===== config.mk =====
export PLATFORM = sky130hd
export DESIGN_NAME = mmms_div
export DESIGN_NICKNAME = d
export VERILOG_FILES = /design/src/hw/rtl/mmms_pkg.sv /design/src/hw/rtl/mmms_div.sv
export SDC_FILE = /design/constraint.sdc
export NUM_CORES = 1
export LEC_CHECK = 0
export BUFFER_PORTS_ARGS = -buffer_cell sky130_fd_sc_hd__clkbuf_2
export CORE_MARGIN = 2
export CORE_UTILIZATION = 30
export CTS_BUF_LIST = sky130_fd_sc_hd__clkbuf_4 sky130_fd_sc_hd__clkbuf_8 sky130_fd_sc_hd__clkbuf_16
export DETAILED_ROUTE_END_ITERATION = 8
export SLEW_MARGIN = 5
export SYNTH_ARGS = -nofsm -noshare
export SYNTH_HDL_FRONTEND = slang
export SYNTH_SLANG_ARGS = --single-unit

===== constraint.sdc =====
create_clock -name clk -period 3.6 [get_ports clk]
set_clock_uncertainty 0.1 [all_clocks]
set_input_delay 0.18 -clock clk [delete_from_list [all_inputs] [get_ports clk]]
set_output_delay 0.18 -clock clk [all_outputs]
set_load 0.02 [all_outputs]

===== src/hw/rtl/mmms_pkg.sv =====
// Shared widths and types for the mean / median / mode statistics unit.
package mmms_pkg;

  localparam int IN_VALUE_W   = 16;
  localparam int IN_TDATA_W   = 16;
  localparam int COUNT_W      = 8;
  localparam int MEAN_W       = 24;
  localparam int MEDIAN_W     = 17;
  localparam int MODE_W       = 16;
  localparam int OUT_USED_W   = COUNT_W + MEAN_W + MEDIAN_W + MODE_W + 2;
  localparam int OUT_TDATA_W  = ((OUT_USED_W + 7) / 8) * 8;

  typedef struct packed {
    logic insert;
    logic shift;
  } mmms_cell_ctl_t;

endpackage


===== src/hw/rtl/mmms_div.sv =====
// Restoring divider, one quotient bit per cycle.
module mmms_div #(
  parameter int DW = 31,
  parameter int CW = 8
) (
  input  logic          clk,
  input  logic          rst,
  input  logic          start,
  input  logic [DW-1:0] dividend,
  input  logic [CW-1:0] divisor,
  output logic          busy,
  output logic [DW-1:0] quotient
);
  import mmms_pkg::*;

  localparam int SW = $clog2(DW + 1);

  logic [CW-1:0] rem;
  logic [CW-1:0] dvs;
  logic [SW-1:0] steps;
  logic [CW:0]   rem_sh;
  logic [CW:0]   diff;
  logic          ge;

  assign rem_sh = {rem, quotient[DW-1]};
  assign ge     = rem_sh >= {1'b0, dvs};
  assign diff   = rem_sh - {1'b0, dvs};

  always_ff @(posedge clk) begin
    if (rst) begin
      busy  <= 1'b0;
      steps <= '0;
    end else if (start) begin
      busy  <= 1'b1;
      steps <= SW'(DW);
    end else if (busy) begin
      steps <= steps - 1'b1;
      if (steps == SW'(1)) begin
        busy <= 1'b0;
      end
    end
  end

  always_ff @(posedge clk) begin
    if (start) begin
      quotient <= dividend;
      rem      <= '0;
      dvs      <= divisor;
    end else if (busy) begin
      quotient <= {quotient[DW-2:0], ge};
      rem      <= ge ? diff[CW-1:0] : rem_sh[CW-1:0];
    end
  end

endmodule


# --- After elaboration in Yosys (flattened, before gate mapping) ---
# Cells that the tools add are included.
# W data, S select, Z words.
totals:
  ff_bits: 53
  latch_bits: 0
  ramBits: 0
  romBits: 0
  in_bits: 42
  out_inout_bits: 32
  wordCells: 18
  mem_count: 0
classes:
  n_addsub: 2
  multipliers: 0
  n_div: 0
  n_lt_le_gt_ge: 1
  n_eq_ne: 1
  shifts: 0
  mux: 8
  bitwise_logic: 0
  reduce_logical: 1
ops:
  columns: ["operator", "count"]
  rows:
  - ["$mux W31", 2]
  - ["$mux W5", 2]
  - ["$ge A9 B8 Y1", 1]
  - ["$mux W8", 1]
  - ["$sub A8 B8 Y8", 1]
  - ["$eq A5 B1 Y1 const B", 1]
  - ["$sub A5 B1 Y5 const B", 1]
  - ["$mux W1", 3]
  - ["$reduce_bool A2 Y1", 1]

# --- Depth between registers and ports, before layout ---
# Gate-level depths: netlist of run 1.
depth:
  word_depth: 4
  depth_mapped: 9
  ltp_nobuf: 9

# --- Worst setup path before layout of run 1 ---
# No wires, ideal clock.
synth_path:
  kind: "flip-flop to flip-flop"
  start: "reg quotient[30]"
  end: "reg quotient[0] (data pin)"
  setup_ps: 260
  t_arrival_ps: 1655
  required_ps: 3240
  path_slack_ps: 1585
  path_stages_with_launch: 9
  path_buffers: 1
  synth_period_minus_slack_ps: 2015
  path_cell_list: "edfxtp_1 -> inv_1 -> ha_1 -> nand2b_1 -> a21oi_2 -> nor3_1 -> o21ai_2 -> buf_6 -> mux2_2"
synth_via:
  elab_chain_len: 3
synth_rtl:
  columns: ["item", "line_no", "text"]
  rows:
  - ["from (decl)", "mmms_div.sv:12", "output logic [DW-1:0] quotient"]
  - ["from (signal assigned)", "mmms_div.sv:46", "quotient <= dividend;"]
  - ["from (signal assigned)", "mmms_div.sv:50", "quotient <= {quotient[DW-2:0], ge};"]
  - ["$ge A9 B8 Y1", "mmms_div.sv:26", "assign ge = rem_sh >= {1'b0, dvs};"]
  - ["$mux W31", "mmms_div.sv:49", "end else if (busy) begin"]
  - ["$mux W31", "mmms_div.sv:45", "if (start) begin"]
# Every way passes these cells. The select of a mux whose other input is x is not followed.
# A chain may end at the register's enable or synchronous reset.

# --- Final worst setup path of run 1 ---
layout_path:
  start: "reg quotient[30]"
  end: "reg rem[2]"
layout_via:
  elab_chain_len: 2
  elab_cells_between_ends: 3
  classes_between: "1 x add/sub; 1 x order compare; 1 x mux"
layout_rtl:
  columns: ["item", "line_no", "text"]
  rows:
  - ["$sub A8 B8 Y8 / $ge A9 B8 Y1 (equally long branches)", "mmms_div.sv:27, mmms_div.sv:26", null]
  - ["$mux W8 *", "mmms_div.sv:51", "rem <= ge ? diff[CW-1:0] : rem_sh[CW-1:0];"]
  - ["to (signal assigned)", "mmms_div.sv:51", null]
  - ["to (decl)", "mmms_div.sv:18", "logic [CW-1:0] rem;"]
# Mark *: on every way between the ends. The rest lies on a longest branch, timed or not.

==> results of run 1 <==
logic make-up (layout without fill, tap and decap cells):
| family | Yosys count | after routing |
|---|---|---|
| XOR/XNOR | 9 | 9 |
| AO/OA/AOI/OAI | 25 | 25 |
| multiplexers | 36 | 36 |
| buffers and inverters | 22 | 106 |
| adder cells (fa/ha/maj) | 11 | 11 |
| flip-flops | 53 | 53 |
| AND/OR/NAND/NOR | 43 | 43 |
layout make-up:
class	instances	area [sq um]
clock buffers	6	76.3
clock inverters	2	33.8
fillers	824	5050
inverters	14	52.6
multi-input cells	124	998
flip-flops and latches	53	1450
well taps	105	131
repair buffers	84	468
placed cells by master, fill, tap and decap left out, types with 2 or more instances in the layout:
master,instances
mux2i_1,5
nand2b_1,2
nand2_1,4
o21ai_0,3
nand3_1,3
edfxtp_1,39
clkbuf_8,5
xor2_1,5
a22o_1,2
a211oi_1,4
clkbuf_2,73
inv_1,14
o21a_1,3
a21oi_1,4
mux2_2,31
dlygate4sd3_1,8
ha_1,10
nor3_1,3
dfxtp_1,14
xnor2_1,4
nor2b_1,2
nor2_1,24
buf_4,3
power breakdown:
part           internal, W  total (W)  switching (W)
clock network     0.000213   0.000407       0.000193
logic             0.000148   0.000328       0.000180
registers         0.000728   0.000763      0.0000352
flip-flops by register name (all words and copies together), names as in the netlist:
name,count
busy,1
dvs,8
quotient,31
rem,8
steps,5
how the worst max path moves through the flow:
stage / start / endpoint / slack, ps
after global placement: quotient[30] / rem[5] / 1460
final: quotient[30] / rem[2] / 1370
after CTS: quotient[30] / rem[2] / 1320
after detailed placement: quotient[30] / rem[2] / 1360
after floorplan: quotient[30] / quotient[0] / 1580
after global routing: quotient[30] / rem[5] / 1150
through the flow:
| step | hold slack, ps | utilization (%) | std cells | cell area [sq um] | power [W] |
|---|---|---|---|---|---|
| global placement | 259 | 36.6 | 372 | 3020 | 0.00110 |
| global route | 11.9 | 38.9 | 388 | 3210 | 0.00157 |
| detailed placement | 259 | 36.6 | 372 | 3020 | 0.00110 |
| CTS | 9.77 | 38.9 | 388 | 3210 | 0.00152 |
| finish | 13.0 | 38.9 | 388 | 3210 | 0.00150 |
| floorplan | 152 | - | 199 | 2570 | 0.00101 |
critical path, cell delays in order, from the launching register on:
cell      delay [ps]
edfxtp_1         380
inv_1             70
ha_1             220
nand2b_1         180
a21oi_2          190
nor3_1            80
o21ai_2          530
mux2i_1          270
a211oi_1          90
metal layers:
layer / wire, microns / share of wire [%] / vias to the layer above
met3: 366 / 7.4 / 2
met5: 0 / 0 / -
met2: 2300 / 46 / 50
met4: 32 / 0.64 / 0
li1: - / - / 883
met1: 2280 / 46 / 811
==> results.toml, run 1 <==
[sta]
final_max_slew_viol_count = 0
slew_headroom_pct = 58.1
finalSetupTns_ps = 0
rsz0062_at_grt = "false"
fin_ws_ps = 1370
finalSetupViolCount = 0
hold_violations = 0
post-route-period-util_pct = 62.1
tightestPinTransition_ps = 629
finalCriticalPeriod_ps = 2230
fmax_mhz = 448

[grt]
grt_use_met2_pct = 16.4
grt_util_met3_pct = 4.19
grt_pass1_vias = 1671
grt_busiest_layer = "met2"
grt_use_met1_pct = 14.8
grt.total_usage_pct = 11.0
grt_antenna_before_repair = 0
grt_overflow_total = 0
grt_max_degree = 52
grt_pass1_wl_mm = 7.84

[power]
power.density_nw_per_um2 = 466
ir_worst_vdd_mv = 0.251
p_leak_nw = 1.36

[critical_path]
crit_fanout = 12
rr_worst_depth = 8
critPathLaunchType = "register"
r2r_slack_ps = 1370
cp.arrival_ps = 2290
reg2reg_to = "rem[2]"
cp-end-kind = "register"
critPathKind = "reg -> reg"
r2r_start = "quotient[30]"
required_ps = 3660

[min_path]
min_path_type = "in -> reg"
min_path_cells = 2
hp-start = "rst"
hold_path_end = "steps[2]"

[clocking]
cts.repair.resized = 0
cts_tree = "yes"
clock_latency_ps = 300
clk_pin_slew_ps = 100
cts-htree-levels = 2
cts_buffers = 5
ctsHoldBuffers = 8
clockBufferDepth = 2
cts.sinks = 53
cts_root_buf = "clkbuf_8"
post_cts_buffers = 0

[synth]
ys_top_cells_by_count = "edfxtp_1, mux2_2, nor2_1"
synth.area.mux_share_pct = 15.5
synth_compound_area_share_pct = 6.82
synth_fp_nets = 252
syn_inst = 199
ys_warn_count = 0
synth_xor_area_share_pct = 3.07
yosys-top-cells-area = "edfxtp_1, mux2_2, dfxtp_1"
netlist_area_sq_um = 2570
ys_ff_latch = 53
avgSynthCellArea_sq_um = 12.9
synth-simple-area-share_pct = 7.79
ys_async_sr_fraction_pct = 0
synth_top_family_by_area = "multiplexers"
synth_most_common_cell = "edfxtp_1"
synth_flop_cell = "edfxtp_1"
synth_edf_count = 39
synthDistinctLibCells = 36
yosysTopAreaCell = "edfxtp_1"
yosysTopAreaCellShare_pct = 45.6
synthAdderAreaFrac_pct = 5.65
yosysSeqAreaShare_pct = 56.5

[place]
io_buffers = 73
gp_congestion = 0.701
hpwl_mm = 3.57
place_ws_ps = 1360

[layout]
area_delta_synth_final_pct = 25.0
drive_gt1_share_pct = 41.7
antennaDiodeCount = 0
fin_nets = 335

[routing]
drt-total-wl_mm = 4.97
wl_per_cell_microns = 12.8
vias = 1746
drt_iter0_markers = 82
ant_nets = 0
viasPerCell = 4.50
drc_errors = 0
first_pass_iters = 3

[job]
maxCapViolations = 0

[floorplan]
die-area_sq_um = 9320
core_sq_um = 8260
pin_count = 74
die_w_microns = 96.6
rows = 33
die_h_microns = 96.6
initial_core_util_pct = 31.1

[outcome]
status = "complete, no violations"
(Power assumes the default switching activity.)
==> inputs of run 2 (changes only) <==
==> constraint.sdc (replaced) <==
create_clock -name clk -period 2 [get_ports clk]
set_clock_uncertainty 0.1 [all_clocks]
set_input_delay 0.1 -clock clk [delete_from_list [all_inputs] [get_ports clk]]
set_output_delay 0.1 -clock clk [all_outputs]
set_load 0.02 [all_outputs]
==> run 2 against run 1 <==
Net effect: setup slack lost 1300 ps; critical path depth up 1; power grew 90%; non-clock buffer count up 59.
==> results.toml, run 2 (synthesis gave the netlist of run 1 again) <==
[outcome]
status = "complete, no violations"

[grt]
grt_pass1_wl_mm = 9.20
grt_pass1_vias = 1999
grt_overflow_total = 0
grt.total_usage_pct = 12.8
grt_max_degree = 18
grt_antenna_before_repair = 0

[place]
place_ws_ps = -138
hpwl_mm = 3.86
gp_congestion = 0.707
io_buffers = 73
place_inst = 396

[layout]
largest_reg_flops = 31
multiInputGateArea_sq_um = 1170
fin_nets = 395
stdcell_count = 448
antennaDiodeCount = 0
fillerInstances = 775
largestRegisters = "quotient x31, dvs x8, rem x8"
final_util_pct = 47.0
layout_common_cells = "clkbuf_2, edfxtp_1, dlygate4sd3_1"
drive_gt1_share_pct = 49.3
regArea_sq_um = 1450
regMostFlops = "quotient"
final_common_cell = "clkbuf_2"
area_delta_synth_final_pct = 51.2

[critical_path]
crit_fanout = 2
required_ps = 2090
cp-end-kind = "register"
cp.arrival_ps = 2060
critPathLaunchType = "register"
critPathKind = "reg -> reg"

[routing]
vias = 2019
drt_iter0_markers = 81
drc_errors = 0
wl_per_cell_microns = 13.0
ant_nets = 0
first_pass_iters = 4
viasPerCell = 4.51
drt-total-wl_mm = 5.84

[power]
p_leak_nw = 1.65
finalPower_w = 0.00284
p_switching_w = 0.000836
power.density_nw_per_um2 = 732
ir_worst_vdd_mv = 0.418
swShare_pct = 29.4
pwr-share-clk_pct = 22.0
seq_power_share_pct = 48.7
internal-power_w = 0.00201
comb_power_share_pct = 29.2

[clocking]
cts_tree = "yes"
cts.sinks = 53
cts_root_buf = "clkbuf_8"
cts-htree-levels = 2
cts_buffers = 5
clock_latency_ps = 300
clockBufferDepth = 2
clk_pin_slew_ps = 100

[sta]
slew_headroom_pct = 77.1
holdWs_ps = 19.2
rsz0062_at_grt = "true"
final_max_slew_viol_count = 0
hold_violations = 0
finalSetupViolCount = 0
fin_ws_ps = 39.2
post-route-period-util_pct = 98.0
fmax_mhz = 510
tightestPinTransition_ps = 338
finalCriticalPeriod_ps = 1960

[floorplan]
die_h_microns = 96.6
die_w_microns = 96.6
pin_count = 74
core_sq_um = 8260
rows = 33
die-area_sq_um = 9320
initial_core_util_pct = 31.1

[min_path]
min_path_type = "in -> reg"

[job]
maxCapViolations = 0
[run 2: per-layer routing]
metal / track usage (%) / wire length [microns] / up-vias
li1: - / - / 1002
met3: 3.41 / 312 / 4
met2: 21.4 / 2870 / 54
met1: 16.4 / 2610 / 959
met5: 0 / 0 / -
met4: 3.52 / 51 / 0
[run 2: timing repair]
action / 4_1_cts / 5_1_grt
pin swaps: 3 / 12
setup buffers: 1 / 4
hold endpoints to repair: 44 / 0
hold buffers: 39 / 0
cloned: 0 / 1
setup endpoints to repair: 9 / 9
gates resized for setup: 7 / 20
[run 2: power by group through the flow]
stage	clock, W	combinational, W	sequential (W)
after floorplan	0	0.000342	0.00147
after global placement	0	0.000650	0.00140
after detailed placement	0	0.000658	0.00140
after CTS	0.000654	0.000738	0.00138
after global routing	0.000682	0.000906	0.00140
final	0.000626	0.000830	0.00139
[run 2: critical path: stages (launching register included)]
cell,delay (ps)
edfxtp_1,410
inv_2,110
ha_4,140
fa_2,230
nor2b_4,50
o31a_1,260
o21a_1,180
nor2_2,90
xor2_1,170
a31oi_1,100
[run 2: layout make-up]
class / instances / share of cell area, %
Clock inverter: 2 / 0.354
Multi-Input combinational cell: 125 / 30.1
Timing Repair Buffer: 143 / 25.4
Tap cell: 105 / 3.38
Inverter: 14 / 1.35
Clock buffer: 6 / 1.96
Sequential cell: 53 / 37.4
[run 2: worst paths after layout]
path,end,slack (ps),from,cells after the start
max,rem[6],40,quotient[30],9
min reg2reg,rem[7],420,rem[6],2
min,quotient[0],20,dividend[0],2
max reg2reg,rem[6],40,quotient[30],9
[run 2: per-stage QoR]
step | setup TNS [ps] | area [sq um]
floorplan | 0 | 2570
global placement | -497 | 3210
detailed placement | -865 | 3210
CTS | -19.3 | 3730
global route | -45.6 | 3880
finish | 0 | 3880
==> inputs of run 3 (changes only) <==
--- a/config.mk
+++ b/config.mk
@@ -10,6 +10,7 @@
 export CORE_UTILIZATION = 30
 export CTS_BUF_LIST = sky130_fd_sc_hd__clkbuf_4 sky130_fd_sc_hd__clkbuf_8 sky130_fd_sc_hd__clkbuf_16
 export DETAILED_ROUTE_END_ITERATION = 8
+export REMOVE_ABC_BUFFERS = 1
 export SLEW_MARGIN = 5
 export SYNTH_ARGS = -nofsm -noshare
 export SYNTH_HDL_FRONTEND = slang
==> run 3 against run 2 <==
Net effect: die area stayed put; hold slack worse by 14 ps; non-clock buffer count is 6 lower; sequential share of layout area is 0.31 points higher; flip-flop and latch count stayed put; design area is 0.90% lower; maximum frequency is 0.43% higher; largest power group unchanged.
==> results.toml, run 3 (synthesis gave the netlist of run 1 again) <==
[outcome]
status = "complete, no violations"

[sta]
tightestPinTransition_ps = 364
holdWs_ps = 5.68
finalCriticalPeriod_ps = 1950
hold_violations = 0
fin_ws_ps = 47.7
fmax_mhz = 512
slew_headroom_pct = 75.6
post-route-period-util_pct = 97.6
finalSetupTns_ps = 0
finalSetupViolCount = 0
final_max_slew_viol_count = 0
rsz0062_at_grt = "true"

[layout]
largest_reg_flops = 31
drive_gt1_share_pct = 48.1
regMostFlops = "quotient"
antennaDiodeCount = 0
fin_nets = 389
layout_common_cells = "clkbuf_2, edfxtp_1, dlygate4sd3_1"
area_delta_synth_final_pct = 49.8
regArea_sq_um = 1450
largestRegisters = "quotient x31, dvs x8, rem x8"
multiInputGateArea_sq_um = 1150
fillerInstances = 742
final_util_pct = 46.6
final_common_cell = "clkbuf_2"

[routing]
drc_errors = 0
viasPerCell = 4.44
ant_nets = 0
drt_iter0_markers = 86
first_pass_iters = 4
wl_per_cell_microns = 12.5
drt-total-wl_mm = 5.54
vias = 1964

[grt]
grt_util_met3_pct = 2.95
grt_overflow_total = 0
grt_use_met2_pct = 20.3
grt_use_met1_pct = 15.6
grt_pass1_wl_mm = 8.82
grt_busiest_layer = "met2"
grt_antenna_before_repair = 0
grt.total_usage_pct = 12.1
grt_pass1_vias = 1935
grt_max_degree = 36

[power]
internal-power_w = 0.00211
comb_power_share_pct = 27.4
ir_worst_vdd_mv = 0.390
power.density_nw_per_um2 = 758
pwr-share-clk_pct = 25.4
p_leak_nw = 1.63
p_switching_w = 0.000811
swShare_pct = 27.8
seq_power_share_pct = 47.2

[min_path]
min_path_type = "in -> reg"

[clocking]
cts.sinks = 53
cts_buffers = 5
cts_tree = "yes"
clock_latency_ps = 300
cts_root_buf = "clkbuf_8"
cts-htree-levels = 2
clockBufferDepth = 2
clk_pin_slew_ps = 90

[place]
place_ws_ps = -184
hpwl_mm = 3.63
io_buffers = 73
gp_congestion = 0.728

[critical_path]
critPathKind = "reg -> reg"
required_ps = 1960
crit_fanout = 6
critPathLaunchType = "register"
cp-end-kind = "register"
cp.arrival_ps = 1910

[job]
maxCapViolations = 0

[floorplan]
die-area_sq_um = 9320
die_h_microns = 96.6
initial_core_util_pct = 31.1
pin_count = 74
die_w_microns = 96.6
core_sq_um = 8260
rows = 33
-- run 3: worst paths after layout --
kind,startpoint,endpoint,slack [ps],depth (start not counted)
max reg2reg,dvs[1],quotient[0],50,7
min,dividend[30],quotient[30],6,2
max,dvs[1],quotient[0],50,7
min reg2reg,rem[4],rem[4],410,2
-- run 3: power by group through the flow --
stage / clock, W / combinational, W / sequential (W)
floorplan: 0 / 0.000303 / 0.00148
finish: 0.000741 / 0.000799 / 0.00138
global placement: 0 / 0.000649 / 0.00139
CTS: 0.000753 / 0.000756 / 0.00138
detailed placement: 0 / 0.000658 / 0.00139
global route: 0.000795 / 0.000874 / 0.00140
-- run 3: routing by layer --
layer / routed length, microns / up-vias
met5: 0 / -
met4: 61 / 0
met3: 268 / 6
met2: 2730 / 50
met1: 2490 / 916
li1: - / 992
-- run 3: layout make-up --
type / instances / area share, %
Sequential cell: 53 / 37.7
Multi-Input combinational cell: 125 / 29.8
Timing Repair Buffer: 137 / 24.9
Tap cell: 105 / 3.41
Clock buffer: 6 / 1.98
Inverter: 14 / 1.36
Clock inverter: 2 / 0.877
-- run 3: critical path, cell delays in order, from the launching register on --
cell and delay (ps):
edfxtp_1 400, inv_1 110, ha_4 200, nand2b_1 140, a21oi_4 90, nor3_4 230
o21ai_4 140, mux2_4 290
-- run 3: timing repair --
item | 4_1_cts | 5_1_grt
hold buffers | 33 | 2
gates resized for setup | 10 | 13
pin swaps | 5 | 10
setup endpoints to repair | 9 | 9
setup buffers | 2 | 2
endpoints found under the hold margin | 38 | 2
cloned | 1 | 0
-- run 3: through the flow --
step                      cell area, sq um  total power [W]  instances
final                                 3850          0.00292        442
after global routing                  3850          0.00307        442
after CTS                             3720          0.00288        438
after detailed placement              3210          0.00205        394
after global placement                3210          0.00204        394
after floorplan                       2500          0.00178        191
