File: config.mk
export PLATFORM = sky130hd
export DESIGN_NAME = mmms_cell
export DESIGN_NICKNAME = d
export VERILOG_FILES = /design/src/hw/rtl/mmms_pkg.sv /design/src/hw/rtl/mmms_cell.sv
export SDC_FILE = /design/constraint.sdc
export NUM_CORES = 1
export LEC_CHECK = 0
export BUFFER_PORTS_ARGS = -buffer_cell sky130_fd_sc_hd__buf_4
export CAP_MARGIN = 30
export CORE_MARGIN = 2
export CORE_UTILIZATION = 40
export DETAILED_ROUTE_END_ITERATION = 10
export PLACE_DENSITY = 0.76
export SETUP_SLACK_MARGIN = 0.15
export SYNTH_ARGS = -nofsm -noshare
export SYNTH_HDL_FRONTEND = slang
export SYNTH_SLANG_ARGS = --single-unit
File: constraint.sdc
create_clock -name clk -period 2.41 [get_ports clk]
set_input_delay 0.241 -clock clk [delete_from_list [all_inputs] [get_ports clk]]
set_output_delay 0.241 -clock clk [all_outputs]
set_load 0.02 [all_outputs]
File: src/hw/rtl/mmms_pkg.sv
// Shared widths and types for the mean / median / mode statistics unit.
package mmms_pkg;

  localparam int IN_VALUE_W   = 16;
  localparam int IN_TDATA_W   = 16;
  localparam int COUNT_W      = 8;
  localparam int MEAN_W       = 24;
  localparam int MEDIAN_W     = 17;
  localparam int MODE_W       = 16;
  localparam int OUT_USED_W   = COUNT_W + MEAN_W + MEDIAN_W + MODE_W + 2;
  localparam int OUT_TDATA_W  = ((OUT_USED_W + 7) / 8) * 8;

  typedef struct packed {
    logic insert;
    logic shift;
  } mmms_cell_ctl_t;

endpackage

File: src/hw/rtl/mmms_cell.sv
// One cell of the sorted sample row: insert by shifting up, unload by shifting down.
module mmms_cell #(
  parameter int VALUE_BITS = 16,
  parameter int CNT_BITS   = 8,
  parameter int IDX        = 0
) (
  input  logic                  clk,
  input  mmms_pkg::mmms_cell_ctl_t ctl,
  input  logic [VALUE_BITS-1:0] din,
  input  logic [CNT_BITS-1:0]   count,
  input  logic [VALUE_BITS-1:0] left_val,
  input  logic                  left_gt,
  input  logic [VALUE_BITS-1:0] right_val,
  output logic [VALUE_BITS-1:0] val,
  output logic                  gt
);
  import mmms_pkg::*;

  localparam logic [CNT_BITS-1:0] MY_IDX = CNT_BITS'(IDX);

  logic occupied;
  logic at_end;

  assign occupied = MY_IDX < count;
  assign at_end   = MY_IDX == count;
  assign gt       = occupied && (val > din);

  always_ff @(posedge clk) begin
    if (ctl.insert && (gt || at_end)) begin
      val <= left_gt ? left_val : din;
    end else if (ctl.shift) begin
      val <= right_val;
    end
  end

endmodule

Word level (Yosys, flattened, before mapping):

Cells that the tools add are included.

* register bits after elaboration: 16
* input port bits: 60
* output and inout bits: 17
* word-level logic and storage cells: 11

* order comparisons: 2
* mux-type cells: 3
* reduce and logical (&&, ||, !) cells: 5

Operators with widths (number)
* 2-to-1 mux 16 bit: 3
* greater-than comparator 16 bit: 1
* logical NOT 8 bit: 1
* less-than comparator 1 x 8 -> 1 bit (first input constant): 1
* logical AND 1 bit: 2
* nonzero test 2 bit: 1
* logical OR 1 bit: 1

Logic depth before layout (Yosys ltp):

Gate-level depths: netlist of run 1.

* word-level depth: 5
* depth in mapped cells: 8
* depth with buffers taken out: 7

Least setup slack after synthesis of run 1:

No wires, ideal clock.

* path type: register -> register
* start point: register val[15]
* end point: register val[0] (enable)
* setup time: 0.334 ns
* arrival time: 2.467 ns
* data required time: 2.076 ns
* setup slack: -0.391 ns
* cell stages (with the launch flop): 8
* path buffers: 1
* period minus slack after synthesis: 2.801 ns
* cell sequence: edfxtp_1 -> ha_1 -> nand4_2 -> or4_4 -> a21o_1 -> a31oi_4 -> buf_12 -> or2_2

* word-level cells in the longest chain between the ends: 5

RTL lines
* start, declared: RTL line mmms_cell.sv:14 `output logic [VALUE_BITS-1:0] val,`
* start signal, assigned: RTL line mmms_cell.sv:30 `val <= left_gt ? left_val : din;`
* start signal, assigned: RTL line mmms_cell.sv:32 `val <= right_val;`
* greater-than comparator 16 bit: RTL line mmms_cell.sv:26 `assign gt = occupied && (val > din);`
* logical AND 1 bit: RTL line mmms_cell.sv:26
* logical OR 1 bit: RTL line mmms_cell.sv:29 `if (ctl.insert && (gt || at_end)) begin`
* logical AND 1 bit: RTL line mmms_cell.sv:29
* nonzero test 2 bit (no line)

Every way passes these cells.
A chain may end at the register's enable or synchronous reset.

Worst setup path in the final report of run 1:

* start point: register val[5]
* end point: register val[5] (data pin)

* word-level cells in the longest chain between the ends: 5

RTL lines (RTL line)
* greater-than comparator 16 bit: mmms_cell.sv:26
* logical AND 1 bit: mmms_cell.sv:26
* logical OR 1 bit: mmms_cell.sv:29
* logical AND 1 bit: mmms_cell.sv:29
* 2-to-1 mux 16 bit: mmms_cell.sv:29

Every way passes these cells.

==> impl_results.rst, run 1 <==
.. list-table::
   :header-rows: 1

   * - Metric
     - Value
   * - Antenna violations before repair
     - 0
   * - Height of the die
     - 62.55 um
   * - Share of cells above drive strength 1
     - 55.26%
   * - Std-Cell Core Area
     - 0.003311 sq mm
   * - Number of warnings issued by yosys
     - 0
   * - Critical path class
     - reg -> reg
   * - Via count normalized by instance count
     - 5.036
   * - Leading register cell type out of synthesis
     - sky130_fd_sc_hd__edfxtp_1
   * - Kind of start point of the critical path
     - register
   * - Fin nets
     - 305
   * - Critical path endpoint category
     - register
   * - Max Buffers Root-to-Sink
     - 2
   * - Post-DP HPWL
     - 3056 um
   * - Clock buffers created by TritonCTS
     - 3
   * - Total count of hold-check failures in the final report
     - 0
   * - Slew Limit Fails
     - 0
   * - # clock sinks
     - 16
   * - Post-route cell area
     - 0.002201 sq mm
   * - Remaining routing DRC violations
     - 0
   * - Wire length of the first global-routing pass
     - 6189 um
   * - Starting utilization of the core area
     - 41.42%
   * - Min setup slack post-route
     - -0.1858 ns
   * - Buffers added on ports
     - 76
   * - Total number of placement rows
     - 21
   * - Number of enable-type register cells in the synthesized netlist
     - 16
   * - Registers with the most flip-flops
     - val (16)
   * - Root cell of the clock tree
     - sky130_fd_sc_hd__clkbuf_4
   * - Most flop-heavy register
     - val
   * - Headroom to the max-slew limit
     - 77.78%
   * - RSZ-0062 raised after global routing
     - yes
   * - Total via count after detailed routing
     - 1380
   * - Htree depth
     - 1
   * - Fraction of the yosys area taken by sequential cells
     - 35.04%
   * - Num ports
     - 77
   * - Residual antenna-violating net count after detailed routing
     - 0
   * - Ant diodes
     - 0
   * - Number of DRC violations after detailed-routing iteration 0
     - 48
   * - GP Congestion
     - 0.7429
   * - Async set-reset flop share out of synthesis
     - 0%
   * - Post-synth net total
     - 208
   * - Sum of overflow across all layers after global routing
     - 0
   * - Fmax
     - 385.2 MHz
   * - Detailed-route wire length per cell
     - 13.61 um
   * - Placement Cell Area
     - 0.002142 sq mm
   * - Vias in the first global route
     - 1418
   * - DP Worst Slack
     - -0.1683 ns
   * - Power density over the cells
     - 471.7 mW/mm^2
   * - Leakage
     - 1.067 nW
   * - Number of flip-flops in the largest register
     - 16
   * - Worst hold path class
     - in -> reg
   * - Critical-path top delay cell
     - sky130_fd_sc_hd__or4_4
   * - Max Clock Skew
     - 0.006872 ns
   * - TritonCTS clock tree
     - done
   * - Routing usage on met3
     - 3.964%
   * - Post-route insts no fill
     - 274
   * - Final routed wirelength across all metal layers
     - 3728 um
   * - Data required time of the critical path
     - 2.47 ns
   * - Setup TNS after final layout
     - -4.425 ns
   * - Arrival time of data at the critical path endpoint
     - 2.65 ns
   * - Flip-flop and latch count after synthesis
     - 16
   * - Pwr Total
     - 1.038 mW
   * - Least-Margin Pin Slew
     - 0.3325 ns
   * - Full die area
     - 0.003913 sq mm
   * - Number of maximum-capacitance constraint violations
     - 0
   * - Crit-path max cell delay
     - 0.57 ns
   * - Worst Path Max Fanout
     - 14
   * - Run status
     - finished, violations left
   * - Violations in the final reports
     - negative setup slack
   * - Post-synthesis instance total
     - 132
   * - DP Cell Count
     - 268
   * - Cell variety after synth
     - 28
   * - Area overhead of the layout relative to synthesis
     - 60.49%
   * - Number of detailed-routing iterations run before antenna repair
     - 4
   * - Critical Path, Cell by Cell
     - ha_4, nand4_1, or4_4, a21o_1, a31oi_4, buf_12, mux2_2
   * - Met1 Usage GRT
     - 21.23%
   * - GR met2 Demand/Resource
     - 38.71%
   * - Overall global routing resource usage
     - 19.72%
   * - Netlist area before placement
     - 0.001371 sq mm
   * - Clock latency reported for the late side of the worst-skew pair
     - 0.29 ns
   * - Synth Area per Inst
     - 10.39 sq um
   * - Minimum period implied by the final worst setup slack
     - 2.596 ns
   * - Fraction of the cycle the final worst path needs
     - 107.7%
   * - Largest net degree at the start of global routing
     - 32
   * - Worst ir drop on vdd
     - 250.1 uV
   * - Reg clk slew, reported paths
     - 0.11 ns
   * - Setup violators final
     - 33
   * - Busiest layer in global routing
     - met2
   * - Die width
     - 62.55 um
## layout make-up
cell class	instances	area (sq um)
Fill cell	299	1110
Multi-Input combinational cell	97	847.1
Timing Repair Buffer	95	729.5
Sequential cell	16	480.5
Inverter	16	60.06
Tap cell	46	57.56
Clock buffer	3	22.52
Clock inverter	1	3.754
## through the flow
| stage | utilization, % | hold WS, ns |
|---|---|---|
| after global placement | 64.70 | 0.5434 |
| after CTS | 66.25 | 0.2466 |
| after floorplan | - | 0.4590 |
| final | 66.48 | 0.2448 |
| after global routing | 66.48 | 0.2383 |
| after detailed placement | 64.70 | 0.5451 |
## cell usage after synthesis (2+ instances only)
cell type	count	share of area [%]
sky130_fd_sc_hd__nand2_1	19	5.2
sky130_fd_sc_hd__o21ai_0	17	6.2
sky130_fd_sc_hd__edfxtp_1	16	35
sky130_fd_sc_hd__ha_1	16	15
sky130_fd_sc_hd__inv_1	16	4.4
sky130_fd_sc_hd__mux2_4	9	9.9
sky130_fd_sc_hd__mux2_2	8	6.6
sky130_fd_sc_hd__a21oi_1	5	1.8
sky130_fd_sc_hd__clkbuf_1	3	0.82
sky130_fd_sc_hd__nand4_1	3	1.4
sky130_fd_sc_hd__nor2_1	2	0.55
sky130_fd_sc_hd__or4_1	2	1.1
## report_power, final
| part | total [mW] | internal [mW] | switching (mW) |
|---|---|---|---|
| Sequential | 0.382 | 0.357 | 0.0249 |
| Combinational | 0.504 | 0.288 | 0.216 |
| Clock | 0.152 | 0.0602 | 0.0920 |
| Total | 1.04 | 0.705 | 0.333 |
## metal layers
| metal | wire, um | vias up |
|---|---|---|
| li1 | - | 675 |
| met2 | 1993 | 52 |
| met4 | 31 | 0 |
| met3 | 234 | 4 |
| met5 | 0 | - |
| met1 | 1468 | 649 |
## repair_timing
item                       CTS  global route
setup buffers                0             1
setup endpoints to repair   33            33
resized for setup            3             0
cloned                       1             0
pin swaps                    1             1
hold buffers                 0             0
## layout by cell type, fill, tap and decap left out
master | Yosys | layout
sky130_fd_sc_hd__nor3b_4 | 0 | 1
sky130_fd_sc_hd__a21oi_1 | 5 | 5
sky130_fd_sc_hd__or4_1 | 2 | 2
sky130_fd_sc_hd__o21bai_1 | 1 | 1
sky130_fd_sc_hd__mux2_4 | 9 | 9
sky130_fd_sc_hd__o31ai_4 | 1 | 1
sky130_fd_sc_hd__nand4_1 | 3 | 3
sky130_fd_sc_hd__nand4_2 | 1 | 1
sky130_fd_sc_hd__buf_6 | 0 | 1
sky130_fd_sc_hd__nor2b_1 | 1 | 1
sky130_fd_sc_hd__nor2_4 | 1 | 1
sky130_fd_sc_hd__ha_4 | 0 | 2
sky130_fd_sc_hd__clkinv_1 | 0 | 1
sky130_fd_sc_hd__o211ai_1 | 1 | 1
sky130_fd_sc_hd__or4_4 | 1 | 1
sky130_fd_sc_hd__inv_1 | 16 | 16
sky130_fd_sc_hd__a31oi_4 | 1 | 1
sky130_fd_sc_hd__buf_12 | 1 | 1
sky130_fd_sc_hd__buf_4 | 0 | 93
sky130_fd_sc_hd__o21ai_0 | 17 | 17
sky130_fd_sc_hd__nor2_1 | 2 | 2
sky130_fd_sc_hd__mux2_2 | 8 | 8
sky130_fd_sc_hd__nand2_1 | 19 | 19
sky130_fd_sc_hd__ha_1 | 16 | 14
sky130_fd_sc_hd__or2_4 | 0 | 2
sky130_fd_sc_hd__nand3_1 | 1 | 1
sky130_fd_sc_hd__edfxtp_1 | 16 | 16
sky130_fd_sc_hd__a21o_2 | 1 | 1
sky130_fd_sc_hd__a21o_1 | 1 | 1
sky130_fd_sc_hd__clkbuf_4 | 0 | 3
sky130_fd_sc_hd__a2111oi_1 | 1 | 1
sky130_fd_sc_hd__a211oi_1 | 1 | 1
## cells by family (layout without fill, tap and decap cells)
group | Yosys count | in the layout | share of synthesized area, %
adder cells (fa/ha/maj) | 16 | 16 | 14.60
multiplexers | 17 | 17 | 16.42
AND/OR/NAND/NOR | 33 | 34 | 12.59
flip-flops | 16 | 16 | 35.04
AO/OA/AOI/OAI | 30 | 30 | 14.69
buffers and inverters | 20 | 115 | 6.661
## path summary, 6_finish.rpt
check,depth (start not counted),endpoint,from,slack [ns]
worst max-delay path,7,val[5],val[5],-0.19
worst min-delay path,2,val[7],right_val[7],0.24
worst max register to register,7,val[5],val[5],-0.19
worst min register to register,5,val[1],val[8],1.31
## critical path: cells and delay by family (launching register included)
kind	cells	cell delay, ns
and+or+nand+nor	2	0.65
DFF	1	0.46
AOI/OAI and AO/OA	2	0.42
muxes	1	0.34
adders and majority gates	1	0.30
buffers and inverters	1	0.19
Power figures use the tool's default switching activity.
==> run 2: changes to the inputs <==
--- a/config.mk
+++ b/config.mk
@@ -5,12 +5,14 @@
 export SDC_FILE = /design/constraint.sdc
 export NUM_CORES = 1
 export LEC_CHECK = 0
+export ABC_AREA = 1
+export ABC_CLOCK_PERIOD_IN_PS = 2410
 export BUFFER_PORTS_ARGS = -buffer_cell sky130_fd_sc_hd__buf_4
 export CAP_MARGIN = 30
 export CORE_MARGIN = 2
 export CORE_UTILIZATION = 40
 export DETAILED_ROUTE_END_ITERATION = 10
-export PLACE_DENSITY = 0.76
+export PLACE_DENSITY = 0.77
 export SETUP_SLACK_MARGIN = 0.15
 export SYNTH_ARGS = -nofsm -noshare
 export SYNTH_HDL_FRONTEND = slang
==> impl_results.rst, run 2 <==
.. list-table::
   :header-rows: 1

   * - Metric
     - Value
   * - Post-CTS Setup Inserts
     - 0 (unchanged)
   * - Top post-synthesis cells by count
     - sky130_fd_sc_hd__nand2_1 (64), sky130_fd_sc_hd__inv_1 (21), sky130_fd_sc_hd__nand3_1 (19) (was sky130_fd_sc_hd__nand2_1 (19), sky130_fd_sc_hd__o21ai_0 (17), sky130_fd_sc_hd__edfxtp_1 (16), sky130_fd_sc_hd__ha_1 (16), sky130_fd_sc_hd__inv_1 (16))
   * - Run status
     - finished clean (was finished, violations left)
   * - Total number of placement rows
     - 21 (unchanged)
   * - Buffers & Inverters on Critical Path
     - 1 (unchanged)
   * - Num ports
     - 77 (unchanged)
   * - Largest net degree at the start of global routing
     - 32 (unchanged)
   * - GP Congestion
     - 0.7751 (was 0.7429)
   * - Area overhead of the layout relative to synthesis
     - 46.32% (was 60.49%)
   * - Startpoint of the tightest hold check path
     - right_val[5] (was right_val[7])
   * - Final routed wirelength across all metal layers
     - 3598 um (was 3728 um)
   * - Kind of start point of the critical path
     - register (unchanged)
   * - Root cell of the clock tree
     - sky130_fd_sc_hd__clkbuf_4 (unchanged)
   * - Worst ir drop on vdd
     - 243.3 uV (was 250.1 uV)
   * - Total count of hold-check failures in the final report
     - 0 (unchanged)
   * - Via count normalized by instance count
     - 4.874 (was 5.036)
   * - Worst hold path class
     - in -> reg (unchanged)
   * - Minimum period implied by the final worst setup slack
     - 2.113 ns (was 2.596 ns)
   * - Height of the die
     - 62.34 um (was 62.55 um)
   * - Setup TNS after final layout
     - 0 ns (was -4.425 ns)
   * - Full die area
     - 0.003886 sq mm (was 0.003913 sq mm)
   * - Reg-to-Reg Start
     - val[7] (was val[5])
   * - Number of flip-flops in the largest register
     - 16 (unchanged)
   * - Critical Path, Cell by Cell
     - ha_1, nand2_1, nor2_2, nand2_1, nand2_1, nand2_1, nand2_1, nand2_2, a31oi_1, buf_4 (was ha_4, nand4_1, or4_4, a21o_1, a31oi_4, buf_12, mux2_2)
   * - Vias in the first global route
     - 1406 (was 1418)
   * - Ant diodes
     - 0 (unchanged)
   * - Clock buffers created by TritonCTS
     - 3 (unchanged)
   * - Final Core Density
     - 60.17% (was 66.48%)
   * - Number of enable-type register cells in the synthesized netlist
     - 16 (unchanged)
   * - # clock sinks
     - 16 (unchanged)
   * - Count of cells along the worst register-to-register path
     - 13 (was 7)
   * - Remaining routing DRC violations
     - 0 (unchanged)
   * - Std-Cell Core Area
     - 0.003311 sq mm (unchanged)
   * - Number of maximum-capacitance constraint violations
     - 0 (unchanged)
   * - Post-synthesis instance total
     - 182 (was 132)
   * - Share of cells above drive strength 1
     - 34.77% (was 55.26%)
   * - Most common cell after layout, fill and taps aside
     - sky130_fd_sc_hd__buf_4 (unchanged)
   * - Arrival time of data at the critical path endpoint
     - 1.87 ns (was 2.65 ns)
   * - Buffers added on ports
     - 76 (unchanged)
   * - Most numerous cell in the Yosys netlist
     - sky130_fd_sc_hd__nand2_1 (unchanged)
   * - Worst Path Max Fanout
     - 2 (was 14)
   * - Fraction of the cycle the final worst path needs
     - 87.66% (was 107.7%)
   * - Number of detailed-routing iterations run before antenna repair
     - 4 (unchanged)
   * - Die width
     - 62.34 um (was 62.55 um)
   * - Commonest cells after routing, fill and taps aside
     - sky130_fd_sc_hd__buf_4 (77), sky130_fd_sc_hd__nand2_1 (63), sky130_fd_sc_hd__inv_1 (21), sky130_fd_sc_hd__nand3_1 (19) (was sky130_fd_sc_hd__buf_4 (93), sky130_fd_sc_hd__nand2_1 (19), sky130_fd_sc_hd__o21ai_0 (17), sky130_fd_sc_hd__inv_1 (16), sky130_fd_sc_hd__edfxtp_1 (16))
   * - Critical-path top delay cell
     - sky130_fd_sc_hd__edfxtp_1 (was sky130_fd_sc_hd__or4_4)
   * - Wire length of the first global-routing pass
     - 6092 um (was 6189 um)
   * - Slew Limit Fails
     - 0 (unchanged)
   * - Busiest layer in global routing
     - met2 (unchanged)
   * - Met1 Usage GRT
     - 23.71% (was 21.23%)
   * - Overall global routing resource usage
     - 19.05% (was 19.72%)
   * - Leakage
     - 1.075 nW (was 1.067 nW)
   * - Least-Margin Pin Slew
     - 0.3017 ns (was 0.3325 ns)
   * - Setup violators final
     - 0 (was 33)
   * - Number of stages on the worst hold path
     - 3 (was 2)
   * - Power density over the cells
     - 505.4 mW/mm^2 (was 471.7 mW/mm^2)
   * - Headroom to the max-slew limit
     - 79.72% (was 77.78%)
   * - Crit-path max cell delay
     - 0.42 ns (was 0.57 ns)
   * - TritonCTS clock tree
     - done (unchanged)
   * - Data required time of the critical path
     - 2.17 ns (was 2.47 ns)
   * - Netlist area before placement
     - 0.001361 sq mm (was 0.001371 sq mm)
   * - Worst R2R End
     - val[14] (was val[5])
   * - Clock latency reported for the late side of the worst-skew pair
     - 0.29 ns (about the same)
   * - Cell variety after synth
     - 21 (was 28)
   * - Antenna violations before repair
     - 0 (unchanged)
   * - Synth Area per Inst
     - 7.480 sq um (was 10.39 sq um)
   * - Pwr Total
     - 1.007 mW (was 1.038 mW)
   * - Fin nets
     - 333 (was 305)
   * - Post-synth net total
     - 258 (was 208)
   * - Cells taking the most area after synthesis
     - sky130_fd_sc_hd__edfxtp_1 (35%), sky130_fd_sc_hd__nand2_1 (18%), sky130_fd_sc_hd__ha_1 (15%), sky130_fd_sc_hd__nand3_1 (7.0%), sky130_fd_sc_hd__o21ai_0 (5.9%) (was sky130_fd_sc_hd__edfxtp_1 (35%), sky130_fd_sc_hd__ha_1 (15%), sky130_fd_sc_hd__mux2_4 (9.9%), sky130_fd_sc_hd__mux2_2 (6.6%), sky130_fd_sc_hd__o21ai_0 (6.2%))
   * - Critical path class
     - reg -> out (was reg -> reg)
   * - Most flop-heavy register
     - val (unchanged)
   * - Routing usage on met3
     - 2.717% (was 3.964%)
   * - Flip-flop and latch count after synthesis
     - 16 (unchanged)
   * - Starting utilization of the core area
     - 41.12% (was 41.42%)
   * - Htree depth
     - 1 (unchanged)
   * - Sum of overflow across all layers after global routing
     - 0 (unchanged)
   * - GR met2 Demand/Resource
     - 34.65% (was 38.71%)
   * - Kind of cell adding the most delay to the critical path
     - simple AND/OR/NAND/NOR gates (unchanged)
   * - Number of warnings issued by yosys
     - 0 (unchanged)
   * - Max Buffers Root-to-Sink
     - 2 (unchanged)
   * - Fraction of the yosys area taken by sequential cells
     - 35.29% (was 35.04%)
   * - Total via count after detailed routing
     - 1472 (was 1380)
   * - Slack of the worst reg-to-reg path
     - 0.33 ns (was -0.19 ns)
   * - Max Clock Skew
     - 0.003936 ns (was 0.006872 ns)
   * - RSZ-0062 raised after global routing
     - yes (unchanged)
   * - Library cell appearing most often on the critical path
     - sky130_fd_sc_hd__nand2_1
   * - Share of the synthesized area in the top cell type
     - 35.29% (was 35.04%)
   * - Fmax
     - 473.4 MHz (was 385.2 MHz)
   * - Leading register cell type out of synthesis
     - sky130_fd_sc_hd__edfxtp_1 (unchanged)
   * - Post-DP HPWL
     - 2940 um (was 3056 um)
   * - Worst-case hold path end point
     - val[5] (was val[7])
   * - Min setup slack post-route
     - 0.2974 ns (was -0.1858 ns)
   * - DP Worst Slack
     - 0.2578 ns (was -0.1683 ns)
   * - Detailed-route wire length per cell
     - 11.91 um (was 13.61 um)
   * - Biggest area consumer among synthesized cells
     - sky130_fd_sc_hd__edfxtp_1 (unchanged)
   * - Critical path endpoint category
     - output pin (was register)
   * - Number of DRC violations after detailed-routing iteration 0
     - 51 (was 48)
   * - Reg clk slew, reported paths
     - 0.11 ns (about the same)
   * - Async set-reset flop share out of synthesis
     - 0% (unchanged)
   * - Residual antenna-violating net count after detailed routing
     - 0 (unchanged)
   * - Registers with the most flip-flops
     - val (16) (unchanged)
run 2: cell types whose count changed after synthesis, moves of 2 or more:
cell	change
sky130_fd_sc_hd__nand3_1	+18
sky130_fd_sc_hd__nand2_2	+2
sky130_fd_sc_hd__mux2_4	-9
sky130_fd_sc_hd__nor2_1	+4
sky130_fd_sc_hd__mux2_2	-7
sky130_fd_sc_hd__nand4_1	-2
sky130_fd_sc_hd__or4_1	-2
sky130_fd_sc_hd__nand2_1	+45
sky130_fd_sc_hd__inv_1	+5
sky130_fd_sc_hd__nand2_4	+2
run 2: worst max path at each step:
stage,startpoint,endpoint,slack [ns],depth (start not counted)
3_3_place_gp,val[1],val[3],0.33,13
3_5_place_dp,val[11],val[1],0.26,9
6_report,val[7],gt,0.30,10
4_1_cts,val[7],val[15],0.24,11
2_1_floorplan,val[15],val[0],0.29,10
5_1_grt,val[7],val[8],0.14,13
run 2: tightest hold or removal path: stages:
cell and delay (ns):
sky130_fd_sc_hd__buf_4 0.07, sky130_fd_sc_hd__nand2_1 0.04, sky130_fd_sc_hd__nand2_1 0.04
run 2: repair_timing:
item                                    CTS  global route
gates resized for setup                   0             1
hold buffers                              0             0
endpoints found under the setup margin    0            16
run 2: per-stage QoR:
step / instance area (sq um) / std cells / hold slack [ns]
CTS: 1987 / 302 / 0.2069
floorplan: 1364 / 182 / 0.4196
finish: 1992 / 302 / 0.2061
global route: 1992 / 302 / 0.2152
detailed placement: 1961 / 298 / 0.5074
global placement: 1961 / 298 / 0.5074
run 2: cells by family (layout without fill, tap and decap cells):
logic type               Yosys count  after routing  synth area share (%)
AO/OA/AOI/OAI                     24             24                 9.100
adder cells (fa/ha/maj)           16             16                 14.71
buffers and inverters             28            102                 8.640
flip-flops                        16             16                 35.29
multiplexers                       1              1                0.8271
AND/OR/NAND/NOR                   97             97                 31.43
run 2: area by class of cell:
type / count / area, sq um
fill: 349 / 1319
multi-input combinational: 138 / 770.7
timing repair buffer: 77 / 578.1
sequential: 16 / 480.5
inverter: 21 / 78.83
tap: 46 / 57.56
clock buffer: 3 / 22.52
clock inverter: 1 / 3.754
run 2: power by group:
| group | switching (mW) | internal (mW) | leakage, nW | total (mW) |
|---|---|---|---|---|
| sequential | 0.0247 | 0.365 | 0.161 | 0.390 |
| combinational | 0.258 | 0.205 | 0.899 | 0.464 |
| clock | 0.0931 | 0.0601 | 0.0154 | 0.153 |
run 2: per-layer routing:
| layer | share of wire [%] | wire (um) |
|---|---|---|
| met5 | 0 | 0 |
| met2 | 50 | 1806 |
| met3 | 6.9 | 249 |
| met4 | 1.8 | 66 |
| met1 | 41 | 1476 |
==> run 3: changes to the inputs <==
--- a/config.mk
+++ b/config.mk
@@ -6,13 +6,13 @@
 export NUM_CORES = 1
 export LEC_CHECK = 0
 export ABC_AREA = 1
-export ABC_CLOCK_PERIOD_IN_PS = 2410
+export ABC_CLOCK_PERIOD_IN_PS = 2600
 export BUFFER_PORTS_ARGS = -buffer_cell sky130_fd_sc_hd__buf_4
 export CAP_MARGIN = 30
 export CORE_MARGIN = 2
-export CORE_UTILIZATION = 40
+export CORE_UTILIZATION = 48
 export DETAILED_ROUTE_END_ITERATION = 10
-export PLACE_DENSITY = 0.77
+export PLACE_DENSITY = 0.86
 export SETUP_SLACK_MARGIN = 0.15
 export SYNTH_ARGS = -nofsm -noshare
 export SYNTH_HDL_FRONTEND = slang
==> constraint.sdc (replaced) <==
create_clock -name clk -period 2.6 [get_ports clk]
set_input_delay 0.26 -clock clk [delete_from_list [all_inputs] [get_ports clk]]
set_output_delay 0.26 -clock clk [all_outputs]
set_load 0.02 [all_outputs]
==> impl_results.rst, run 3 (same netlist as run 2, synthesis figures left out) <==
.. list-table::
   :header-rows: 1

   * - Metric
     - Value
   * - Library cell appearing most often on the critical path
     - sky130_fd_sc_hd__nand2_1 (unchanged)
   * - Htree depth
     - 1 (unchanged)
   * - Area overhead of the layout relative to synthesis
     - 44.39% (was 46.32%)
   * - Critical path endpoint category
     - register (was output pin)
   * - Critical Path, Cell by Cell
     - ha_1, nand4_1, nor3_2, nand2_1, nand2_1, nand2_2, nand2_4, nand2_4, nand2_1, buf_4 (was ha_1, nand2_1, nor2_2, nand2_1, nand2_1, nand2_1, nand2_1, nand2_2, a31oi_1, buf_4)
   * - DP Cell Count
     - 283 (was 298)
   * - Post-DP HPWL
     - 2816 um (was 2940 um)
   * - Post-CTS Setup Inserts
     - 0 (unchanged)
   * - Setup violators final
     - 0 (unchanged)
   * - Slew Limit Fails
     - 0 (unchanged)
   * - Pwr Total
     - 921.6 uW (was 1.007 mW)
   * - Max Buffers Root-to-Sink
     - 2 (unchanged)
   * - Most flop-heavy register
     - val (unchanged)
   * - Final hold slack
     - 0.2355 ns (was 0.2061 ns)
   * - Minimum period implied by the final worst setup slack
     - 2.272 ns
   * - Share of total power consumed by net switching
     - 36.71% (was 37.37%)
   * - Worst Path Max Fanout
     - 17 (was 2)
   * - Worst hold path class
     - in -> reg (unchanged)
   * - Clock latency reported for the late side of the worst-skew pair
     - 0.28 ns (was 0.29 ns)
   * - Fraction of the cycle the final worst path needs
     - 87.39%
   * - Cts hold-fix bufs
     - 0 (unchanged)
   * - Critical path class
     - reg -> reg (was reg -> out)
   * - Crit-path max cell delay
     - 0.42 ns (about the same)
   * - Portion of total power attributed to combinational logic
     - 46.2% (was 46.1%)
   * - Final routed wirelength across all metal layers
     - 3563 um (was 3598 um)
   * - Internal Pwr Total
     - 583.3 uW (was 630.6 uW)
   * - Number of detailed-routing iterations run before antenna repair
     - 4 (unchanged)
   * - Std-Cell Core Area
     - 0.002734 sq mm (was 0.003311 sq mm)
   * - Ant diodes
     - 0 (unchanged)
   * - Wire length of the first global-routing pass
     - 5968 um (was 6092 um)
   * - Data required time of the critical path
     - 2.58 ns (was 2.17 ns)
   * - Power density over the cells
     - 468.9 mW/mm^2 (was 505.4 mW/mm^2)
   * - Critical-path top delay cell
     - sky130_fd_sc_hd__edfxtp_1 (unchanged)
   * - Residual antenna-violating net count after detailed routing
     - 0 (unchanged)
   * - # clock sinks
     - 16 (unchanged)
   * - Number of maximum-capacitance constraint violations
     - 0 (unchanged)
   * - GP Congestion
     - 0.8545 (was 0.7751)
   * - Total via count after detailed routing
     - 1487 (was 1472)
   * - Leakage
     - 1.073 nW (was 1.075 nW)
   * - Num ports
     - 77 (unchanged)
   * - Via count normalized by instance count
     - 5.181 (was 4.874)
   * - NetSw
     - 338.3 uW (was 376.2 uW)
   * - Clock buffers created by TritonCTS
     - 3 (unchanged)
   * - Commonest cells after routing, fill and taps aside
     - sky130_fd_sc_hd__buf_4 (77), sky130_fd_sc_hd__nand2_1 (64), sky130_fd_sc_hd__inv_1 (21), sky130_fd_sc_hd__nand3_1 (19) (was sky130_fd_sc_hd__buf_4 (77), sky130_fd_sc_hd__nand2_1 (63), sky130_fd_sc_hd__inv_1 (21), sky130_fd_sc_hd__nand3_1 (19))
   * - Fin nets
     - 333 (unchanged)
   * - Clock power frac
     - 14.6% (was 15.2%)
   * - Least-Margin Pin Slew
     - 0.2643 ns (was 0.3017 ns)
   * - Arrival time of data at the critical path endpoint
     - 2.25 ns (was 1.87 ns)
   * - Sequential power share
     - 39.1% (was 38.7%)
   * - Detailed-route wire length per cell
     - 12.41 um (was 11.91 um)
   * - GR met2 Demand/Resource
     - 41.54% (was 34.65%)
   * - Post-route insts no fill
     - 287 (was 302)
   * - Number of DRC violations after detailed-routing iteration 0
     - 48 (was 51)
   * - Met1 Usage GRT
     - 28.24% (was 23.71%)
   * - Vias in the first global route
     - 1469 (was 1406)
   * - Routing usage on met3
     - 2.268% (was 2.717%)
   * - Most common cell after layout, fill and taps aside
     - sky130_fd_sc_hd__buf_4 (unchanged)
   * - Fmax
     - 440.1 MHz
   * - Largest net degree at the start of global routing
     - 32 (unchanged)
   * - Headroom to the max-slew limit
     - 82.19% (was 79.72%)
   * - Run status
     - finished clean (unchanged)
   * - Min setup slack post-route
     - 0.3278 ns (was 0.2974 ns)
   * - Busiest layer in global routing
     - met2 (unchanged)
   * - Full die area
     - 0.003278 sq mm (was 0.003886 sq mm)
   * - Buffers added on ports
     - 76 (unchanged)
   * - RSZ-0062 raised after global routing
     - no (was yes)
   * - Starting utilization of the core area
     - 49.79% (was 41.12%)
   * - Reg clk slew, reported paths
     - 0.10 ns (was 0.11 ns)
   * - Antenna violations before repair
     - 0 (unchanged)
   * - Die width
     - 57.26 um (was 62.34 um)
   * - Share of cells above drive strength 1
     - 34.38% (was 34.77%)
   * - Overall global routing resource usage
     - 23.13% (was 19.05%)
   * - Kind of start point of the critical path
     - register (unchanged)
   * - TritonCTS clock tree
     - done (unchanged)
   * - Total count of hold-check failures in the final report
     - 0 (unchanged)
   * - Height of the die
     - 57.26 um (was 62.34 um)
   * - Sum of overflow across all layers after global routing
     - 0 (unchanged)
   * - Root cell of the clock tree
     - sky130_fd_sc_hd__clkbuf_4 (unchanged)
   * - Post-cts sizing count
     - 0 (unchanged)
   * - Total number of placement rows
     - 19 (was 21)
   * - DP Worst Slack
     - 0.3466 ns (was 0.2578 ns)
   * - Worst ir drop on vdd
     - 384.9 uV (was 243.3 uV)
   * - Registers with the most flip-flops
     - val (16) (unchanged)
   * - Max Clock Skew
     - 0.005340 ns (was 0.003936 ns)
   * - Remaining routing DRC violations
     - 0 (unchanged)
   * - Number of flip-flops in the largest register
     - 16 (unchanged)
   * - Setup TNS after final layout
     - 0 ns (unchanged)
-- run 3: cell counts in the layout (fill, tap and decap cells not counted) --
Identical to the previous run, type by type.
-- run 3: worst paths after layout --
path                      from  endpoint  slack, ns  cells past startpoint
hold / removal    right_val[8]    val[8]       0.24                      3
setup / recovery       val[10]    val[2]       0.33                     10
setup reg to reg       val[10]    val[2]       0.33                     10
hold reg to reg        val[15]   val[14]       1.25                      9
-- run 3: power groups by stage --
stage          registers [mW]  clock network (mW)  logic [mW]
6_report                0.361               0.135       0.426
3_3_place_gp            0.365                   0       0.416
2_1_floorplan           0.414                   0       0.206
4_1_cts                 0.361               0.136       0.430
3_5_place_dp            0.367                   0       0.425
5_1_grt                 0.365               0.149       0.478
-- run 3: routing by layer --
metal / share of wire (%) / wire length, um / vias up
met5: 0 / 0 / -
li1: - / - / 753
met4: 2.0 / 70 / 0
met1: 40 / 1410 / 659
met2: 51 / 1815 / 67
met3: 7.5 / 266 / 8
-- run 3: area by class of cell --
class	count	area [sq um]
Clock buffer	3	22.52
Clock inverter	1	3.754
Fill cell	228	768.2
Inverter	21	78.83
Multi-Input combinational cell	138	763.2
Sequential cell	16	480.5
Tap cell	31	38.79
Timing Repair Buffer	77	578.1
-- run 3: per-stage QoR --
step / area [sq um] / util [%]
after floorplan: 1361 / -
after global placement: 1939 / 70.94
after detailed placement: 1939 / 70.94
final: 1966 / 71.90
after CTS: 1966 / 71.90
after global routing: 1966 / 71.90
-- run 3: worst max-delay path, delay by kind of cell, from the launching register on --
kind | cells | cell delay [ns]
simple gates | 8 | 0.98
buf+inv | 1 | 0.24
flops | 1 | 0.42
fa+ha+maj | 1 | 0.32
